<file path="src/rtl/mte_pkg.sv">
// mte_pkg: shared types and opcodes of the 4x4 matrix transform engine
// used by every module under rtl and by the port checker
package mte_pkg;

	localparam logic [2:0] OP_LOAD      = 3'd0;
	localparam logic [2:0] OP_TRANSFORM = 3'd1;
	localparam logic [2:0] OP_TRANSLATE = 3'd2;
	localparam logic [2:0] OP_SCALE     = 3'd3;
	localparam logic [2:0] OP_SET_TRANS = 3'd4;
	localparam logic [2:0] OP_READ      = 3'd5;

	typedef logic signed [31:0] cell_t;
	typedef cell_t [3:0] col_t;
	typedef col_t [3:0] mat_t;

	typedef struct packed {
		logic [2:0]         op;
		logic [1:0]         col_index;
		logic signed [31:0] in_x;
		logic signed [31:0] in_y;
		logic signed [31:0] in_z;
		logic signed [31:0] in_w;
	} cmd_word_t;

	typedef struct packed {
		logic signed [31:0] out_x;
		logic signed [31:0] out_y;
		logic signed [31:0] out_z;
		logic signed [31:0] out_w;
		logic               saturated;
	} rsp_word_t;

	typedef struct packed {
		logic wr;
		logic set_ovf;
		logic clr_ovf;
	} upd_t;

endpackage

</file>
<file path="src/rtl/mte_state.sv">
// mte_state: matrix cell registers and the sticky overflow flag
// depends on mte_pkg
module mte_state #(
	parameter int FRAC_BITS = 16
) (
	input  logic          clk,
	input  logic          arst_n,
	input  mte_pkg::upd_t upd,
	input  mte_pkg::mat_t mat_next,
	output mte_pkg::mat_t mat,
	output logic          ovf
);
	import mte_pkg::*;

	localparam cell_t ONE = cell_t'(64'(1) << FRAC_BITS);

	mat_t mat_q;
	logic ovf_q;

	always_ff @(posedge clk or negedge arst_n) begin
		if (!arst_n) begin
			for (int c = 0; c < 4; c++) begin
				for (int r = 0; r < 4; r++) begin
					mat_q[c][r] <= (c == r) ? ONE : '0;
				end
			end
			ovf_q <= 1'b0;
		end else begin
			if (upd.wr) begin
				mat_q <= mat_next;
			end
			if (upd.set_ovf) begin
				ovf_q <= 1'b1;
			end else if (upd.clr_ovf) begin
				ovf_q <= 1'b0;
			end
		end
	end

	assign mat = mat_q;
	assign ovf = ovf_q;

endmodule

</file>
<file path="config.mk">
export PLATFORM = sky130hd
export DESIGN_NAME = mte_state
export DESIGN_NICKNAME = d
export VERILOG_FILES = /design/src/rtl/mte_pkg.sv /design/src/rtl/mte_state.sv
export SDC_FILE = /design/constraint.sdc
export NUM_CORES = 1
export LEC_CHECK = 0
export BUFFER_PORTS_ARGS = -buffer_cell sky130_fd_sc_hd__clkbuf_2
export CAP_MARGIN = 0
export CORE_AREA = 2 2 398 400
export DETAILED_ROUTE_END_ITERATION = 10
export DIE_AREA = 0 0 400 402
export GPL_ROUTABILITY_DRIVEN = 0
export GPL_TIMING_DRIVEN = 0
export PLACE_DENSITY = 0.31
export SYNTH_ARGS = -nofsm -noshare
export SYNTH_HDL_FRONTEND = slang
export SYNTH_SLANG_ARGS = --single-unit
</file>
<file path="constraint.sdc">
create_clock -name clk -period 0.9 [get_ports clk]
set_input_delay 0.045 -clock clk [delete_from_list [all_inputs] [get_ports clk]]
set_output_delay 0.045 -clock clk [all_outputs]
set_load 0.005 [all_outputs]
</file>
==> impl_metrics.toml, run 1 <==
[outcome]
status = "finished with violations"
violations = "negative hold slack, negative setup slack"

[detailed_routing]
dr.pass1.iters = 4
met1_length_um = 32600
num_vias = 15940
drc = 0
wl_met3_um = 7040
dr.max_layer_used = "met5"
dr_wl_met2_um = 45600
drt-total-wl_um = 88200
routedWlPerCell_um = 17.9
viasPerCell = 3.24
drt_iter0_markers = 505
antenna_left = 0

[sta]
min_period_ns = 1.33
slew_viol_final = 0
rsz0062_at_grt = "yes"
hold_violations = 243
period_share_pct = 147
relSlewSlack_pct = 58.4
tightestPinTransition_ns = 0.625
whs_ns = -0.663
fmax_mhz = 754
clock_skew_ns = 0
setup_ws_ns = -0.426
finalSetupViolations = 530

[synthesis]
synth_commonest_cells = "512 x mux2_2, 509 x dfrtp_1, 46 x buf_6"
synth.most_common_cell = "mux2_2"
synth-edff-count = 0
yosys.area.top_type = "dfrtp_1"
yosysSeqAreaShare_pct = 66.7
ys_ff_latch = 513
synth_cells = 1084
syn-num-nets = 1601
synthTopCellsByArea = "dfrtp_1 66%, mux2_2 30%, buf_6 2.7%"
async_flop_share_pct = 100
synth_top_area_share_pct = 66.1
ys_warn_count = 0
synthesis.area_um2 = 19300
synth_area_per_cell_um2 = 17.8
synth-main-ff-cell = "dfrtp_1"
synth.distinct_cells = 8

[clock_network]
postCtsHoldBufs = 515
clockBufferDepth = 3
cts_root_buf = "clkbuf_16"
tritoncts = "done"
clk_latency_ns = 0.64
cts_buffers = 72
cts.sinks = 513
cts_max_level = 3
cts.reportedPaths.clkPinSlew_ns = 0.06

[worst_setup_path]
slowest_stage = "dfstp_2"
startpoint_type = "flip-flop"
cp_max_fo = 2
cp_top_family = "flip-flops"
cp-end-kind = "output port"
crit_buf_inv = 1
cp_num_cells = 1
cp.required_ns = 0.85
worstRegToRegCells = 3
path_class = "reg -> out"
arrival_ns = 1.28
path_cells = "buf_8"
max_stage_delay_ns = 0.54

[floorplanning]
die_h_um = 402
core_area_um2 = 157000
dieArea_um2 = 161000
start_util_pct = 12.3
die_w_um = 400
num_rows = 146
pin_count = 1030

[global_route]
antenna_found_initial = 16
grtUsageTotal_pct = 10.5
grt-ovfl-total = 0
grt_max_degree = 103
grt_pass1_wl_um = 123000
grt_pass1_vias = 17900

[finish]
fin_util_pct = 23.2
area_growth_pct = 89.0
ff_latch_area_um2 = 12900
final_nets = 3308
fill_cells = 16801
stdcell_area_um2 = 36400
layout-drive-gt1-share_pct = 63.6
multi_input_area_um2 = 5820

[flow_run]
cap_violations = 0

[power_and_ir_drop]
p_leak_nw = 16.8
ir_drop_v = 0.00125
power_per_cell_area_nw_per_um2 = 1880

[min_path]
hp-class = "in -> async"

[placed_design]
dp_hpwl_um = 69400
dpl_cell_area_um2 = 27300
portBuffers = 1028
## placed cells by master, fill, tap and decap left out
cell type and instances:
buf_16 5, dfstp_2 4, dfrtp_1 500, clkinv_4 1, a21o_1 1, clkinv_8 2
clkinv_2 5, inv_1 1, dfrtp_2 9, diode_2 6, buf_2 10, clkbuf_2 932
clkbuf_8 25, mux2_2 500, clkbuf_1 20, bufinv_16 6, clkinv_16 1, buf_4 58
buf_6 131, dlygate4sd3_1 515, buf_12 1, mux2_4 12, buf_8 17, clkinvlp_4 4
clkbuf_16 85, bufbuf_16 2, inv_16 1
## power by group
group | internal, mW | switching, mW
Sequential | 25.4 | 1.41
Clock | 18.3 | 11.5
Combinational | 7.18 | 4.61
Total | 50.9 | 17.5
## layer usage
layer,vias to the layer above,GRT usage (%)
met1,7902,11.1
met2,626,19.1
met3,135,3.49
met5,-,0
met4,4,4.32
li1,7273,-
## final cells by class
class                      instances  share of cell area [%]
clock buffer                     111                    5.93
timing repair buffer            1633                    32.6
tap                             2072                    7.12
antenna                            6                  0.0412
sequential                       513                    35.3
inverter                           1                  0.0103
buffer                            57                    2.08
multi-input combinational        513                    16.0
clock inverter                    20                   0.897
## registers in the layout, indices dropped and copies added, names as in the netlist
| name | count |
|---|---|
| mat | 512 |
| ovf | 1 |
## repair_timing
action / 4_1_cts / 5_1_grt
buffers inserted: 58 / 28
cloned: 2 / 2
resized for setup: 43 / 228
endpoints found under the setup margin: 647 / 649
hold endpoints to repair: 757 / 243
## path summary, 6_finish.rpt
kind	slack, ns	startpoint	end
setup / recovery	-0.43	mat[496]	mat[496]
hold / removal	-0.66	arst_n	mat[54]
setup reg to reg	-0.11	mat[281]	mat[281]
hold reg to reg	0.50	mat[448]	mat[448]
max in group asynchronous	0.28	arst_n	mat[324]
min in group clk	0.09	upd[2]	mat[415]
## stage by stage
step                setup slack (ns)  power, mW  std cells  setup TNS, ns
floorplan                     0.0129       30.1       1084              0
global placement              -12.80       35.8       4184       -6562.14
detailed placement             -1.21       36.0       4189        -385.84
CTS                           -0.534       69.5       4895        -200.54
global route                  -0.509       72.1       4922        -193.19
finish                        -0.426       68.4       4926        -148.49
## cells by family after synthesis
kind of cell           count (synthesis)  synth area share [%]
muxes                                512                  29.9
DFF                                  513                  66.7
buffers and inverters                 58                  3.36
AOI/OAI and AO/OA                      1                0.0390
Power figures use the tool's default switching activity.
==> inputs of run 2 (changes only) <==
--- a/config.mk
+++ b/config.mk
@@ -13,6 +13,7 @@
 export GPL_ROUTABILITY_DRIVEN = 0
 export GPL_TIMING_DRIVEN = 0
 export PLACE_DENSITY = 0.31
+export SETUP_SLACK_MARGIN = 0.3
 export SYNTH_ARGS = -nofsm -noshare
 export SYNTH_HDL_FRONTEND = slang
 export SYNTH_SLANG_ARGS = --single-unit
==> run 2 against run 1 <==
The run still ends with negative hold slack, negative setup slack left. Sequential power barely moved. Die area is the same. Worst hold slack lost 0.032 ns. First-iteration DRC count is 27% lower. Via count up 0.32%. Clock power shrank 2%. Largest cell class unchanged. Sequential share of layout area about the same. Worst setup slack got worse by 0.032 ns. Global-route usage is 0.35 points higher. Fmax shrank 2.3%. Wire length rose by 2.1%. Largest power group unchanged. Combinational power about the same.
==> impl_metrics.toml, run 2 (same netlist as run 1, synthesis figures left out) <==
[clock_network]
postCtsHoldBufs = 514
tritoncts = "done"
cts_root_buf = "clkbuf_16"
clk_latency_ns = 0.65
clockBufferDepth = 3
cts.sinks = 513
cts_max_level = 3
cts.reportedPaths.clkPinSlew_ns = 0.06
cts_buffers = 71

[detailed_routing]
viasPerCell = 3.25
antenna_left = 0
routedWlPerCell_um = 18.3
drt-total-wl_um = 90100
dr.pass1.iters = 4
drc = 0
num_vias = 15991
drt_iter0_markers = 368

[power_and_ir_drop]
power_per_cell_area_nw_per_um2 = 1860
p_leak_nw = 16.9
ir_drop_v = 0.00115

[finish]
instances_no_fill = 4926
multi_input_area_um2 = 5820
final_nets = 3312
final_common_cell = "clkbuf_2"
mostFrequentLayoutCells = "921 x clkbuf_2, 514 x dlygate4sd3_1, 499 x mux2_2, 499 x dfrtp_1, 147 x buf_6"
area_growth_pct = 89.3
fill_cells = 16878
layout-drive-gt1-share_pct = 63.7
largest_reg_flops = 512
ff_latch_area_um2 = 12900

[floorplanning]
die_h_um = 402
start_util_pct = 12.3
pin_count = 1030
core_area_um2 = 157000
num_rows = 146
dieArea_um2 = 161000
die_w_um = 400

[sta]
setup_ws_ns = -0.458
min_period_ns = 1.36
clock_skew_ns = 0
tightestPinTransition_ns = 0.617
relSlewSlack_pct = 58.9
fmax_mhz = 736
rsz0062_at_grt = "yes"
slew_viol_final = 0
whs_ns = -0.695
hold_violations = 251
period_share_pct = 151
finalSetupViolations = 532

[global_route]
grtUsageTotal_pct = 10.9
grt_max_degree = 99
grt_pass1_wl_um = 126000
antenna_found_initial = 23
grt-ovfl-total = 0
grt_pass1_vias = 18036

[worst_setup_path]
crit_buf_inv = 1
max_stage_delay_ns = 0.54
arrival_ns = 1.31
startpoint_type = "flip-flop"
cp_max_fo = 2
path_class = "reg -> out"
path_cells = "buf_8"
cp-end-kind = "output port"
cp_top_family = "flip-flops"
cp.required_ns = 0.85
slowest_stage = "dfstp_2"

[outcome]
status = "finished with violations"
violations = "negative hold slack, negative setup slack"

[placed_design]
portBuffers = 1028
dp_hpwl_um = 71900
dp.cells = 4189

[min_path]
hp-class = "in -> async"

[flow_run]
cap_violations = 0
[run 2: cell types whose count changed in the layout (fill, tap and decap cells not counted), sizes merged]
cell,change
buf,+22
bufinv,-1
clkbuf,-21
clkinv,+4
clkinvlp,-2
diode,-1
dlygate4sd3,-1
[run 2: metal layers]
metal | GRT usage (%) | wire (µm) | vias to the layer above
met3 | 4.32 | 8230 | 137
li1 | - | - | 7291
met2 | 20.1 | 48000 | 633
met4 | 3.93 | 2520 | 2
met1 | 10.9 | 31400 | 7928
met5 | 0 | 9 | -
[run 2: layout make-up]
cell class | count | share of cell area (%)
antenna | 5 | 0.0343
buffer | 57 | 2.14
clock buffer | 106 | 5.79
clock inverter | 21 | 0.817
inverter | 1 | 0.0103
multi-input combinational | 513 | 16.0
sequential | 513 | 35.3
tap | 2072 | 7.11
timing repair buffer | 1638 | 32.9
[run 2: final timing paths]
kind	startpoint	to	slack, ns	depth (start not counted)
setup reg to reg	mat[152]	mat[152]	-0.12	3
hold / removal	arst_n	mat[299]	-0.70	1
min in group clk	upd[2]	mat[29]	0	3
hold reg to reg	mat[354]	mat[354]	0.50	1
setup / recovery	mat[496]	mat[496]	-0.46	1
max in group asynchronous	arst_n	mat[127]	0.33	3
[run 2: repair_timing]
item / 4_1_cts / 5_1_grt
setup endpoints to repair: 1301 / 1102
resized for setup: 49 / 266
cloned: 2 / 0
setup buffers: 56 / 33
endpoints found under the hold margin: 761 / 239
[run 2: power by group]
group,internal (mW),total [mW],switching [mW]
clock network,17.7,29.2,11.4
logic,7.30,12.0,4.68
registers,25.4,26.9,1.42
total,50.5,68.0,17.5
[run 2: stage by stage]
stage / cell area, µm² / setup TNS [ns] / util, % / total power [mW] / setup slack, ns
2_1_floorplan: 19400 / 0 / - / 30.2 / 0.0186
3_3_place_gp: 27100 / -6587.15 / 17.3 / 35.9 / -12.80
3_5_place_dp: 27300 / -311.88 / 17.4 / 36.1 / -0.694
4_1_cts: 35500 / -203.12 / 22.6 / 68.9 / -0.596
5_1_grt: 36500 / -200.48 / 23.2 / 71.7 / -0.557
6_report: 36500 / -152.84 / 23.2 / 68.0 / -0.458
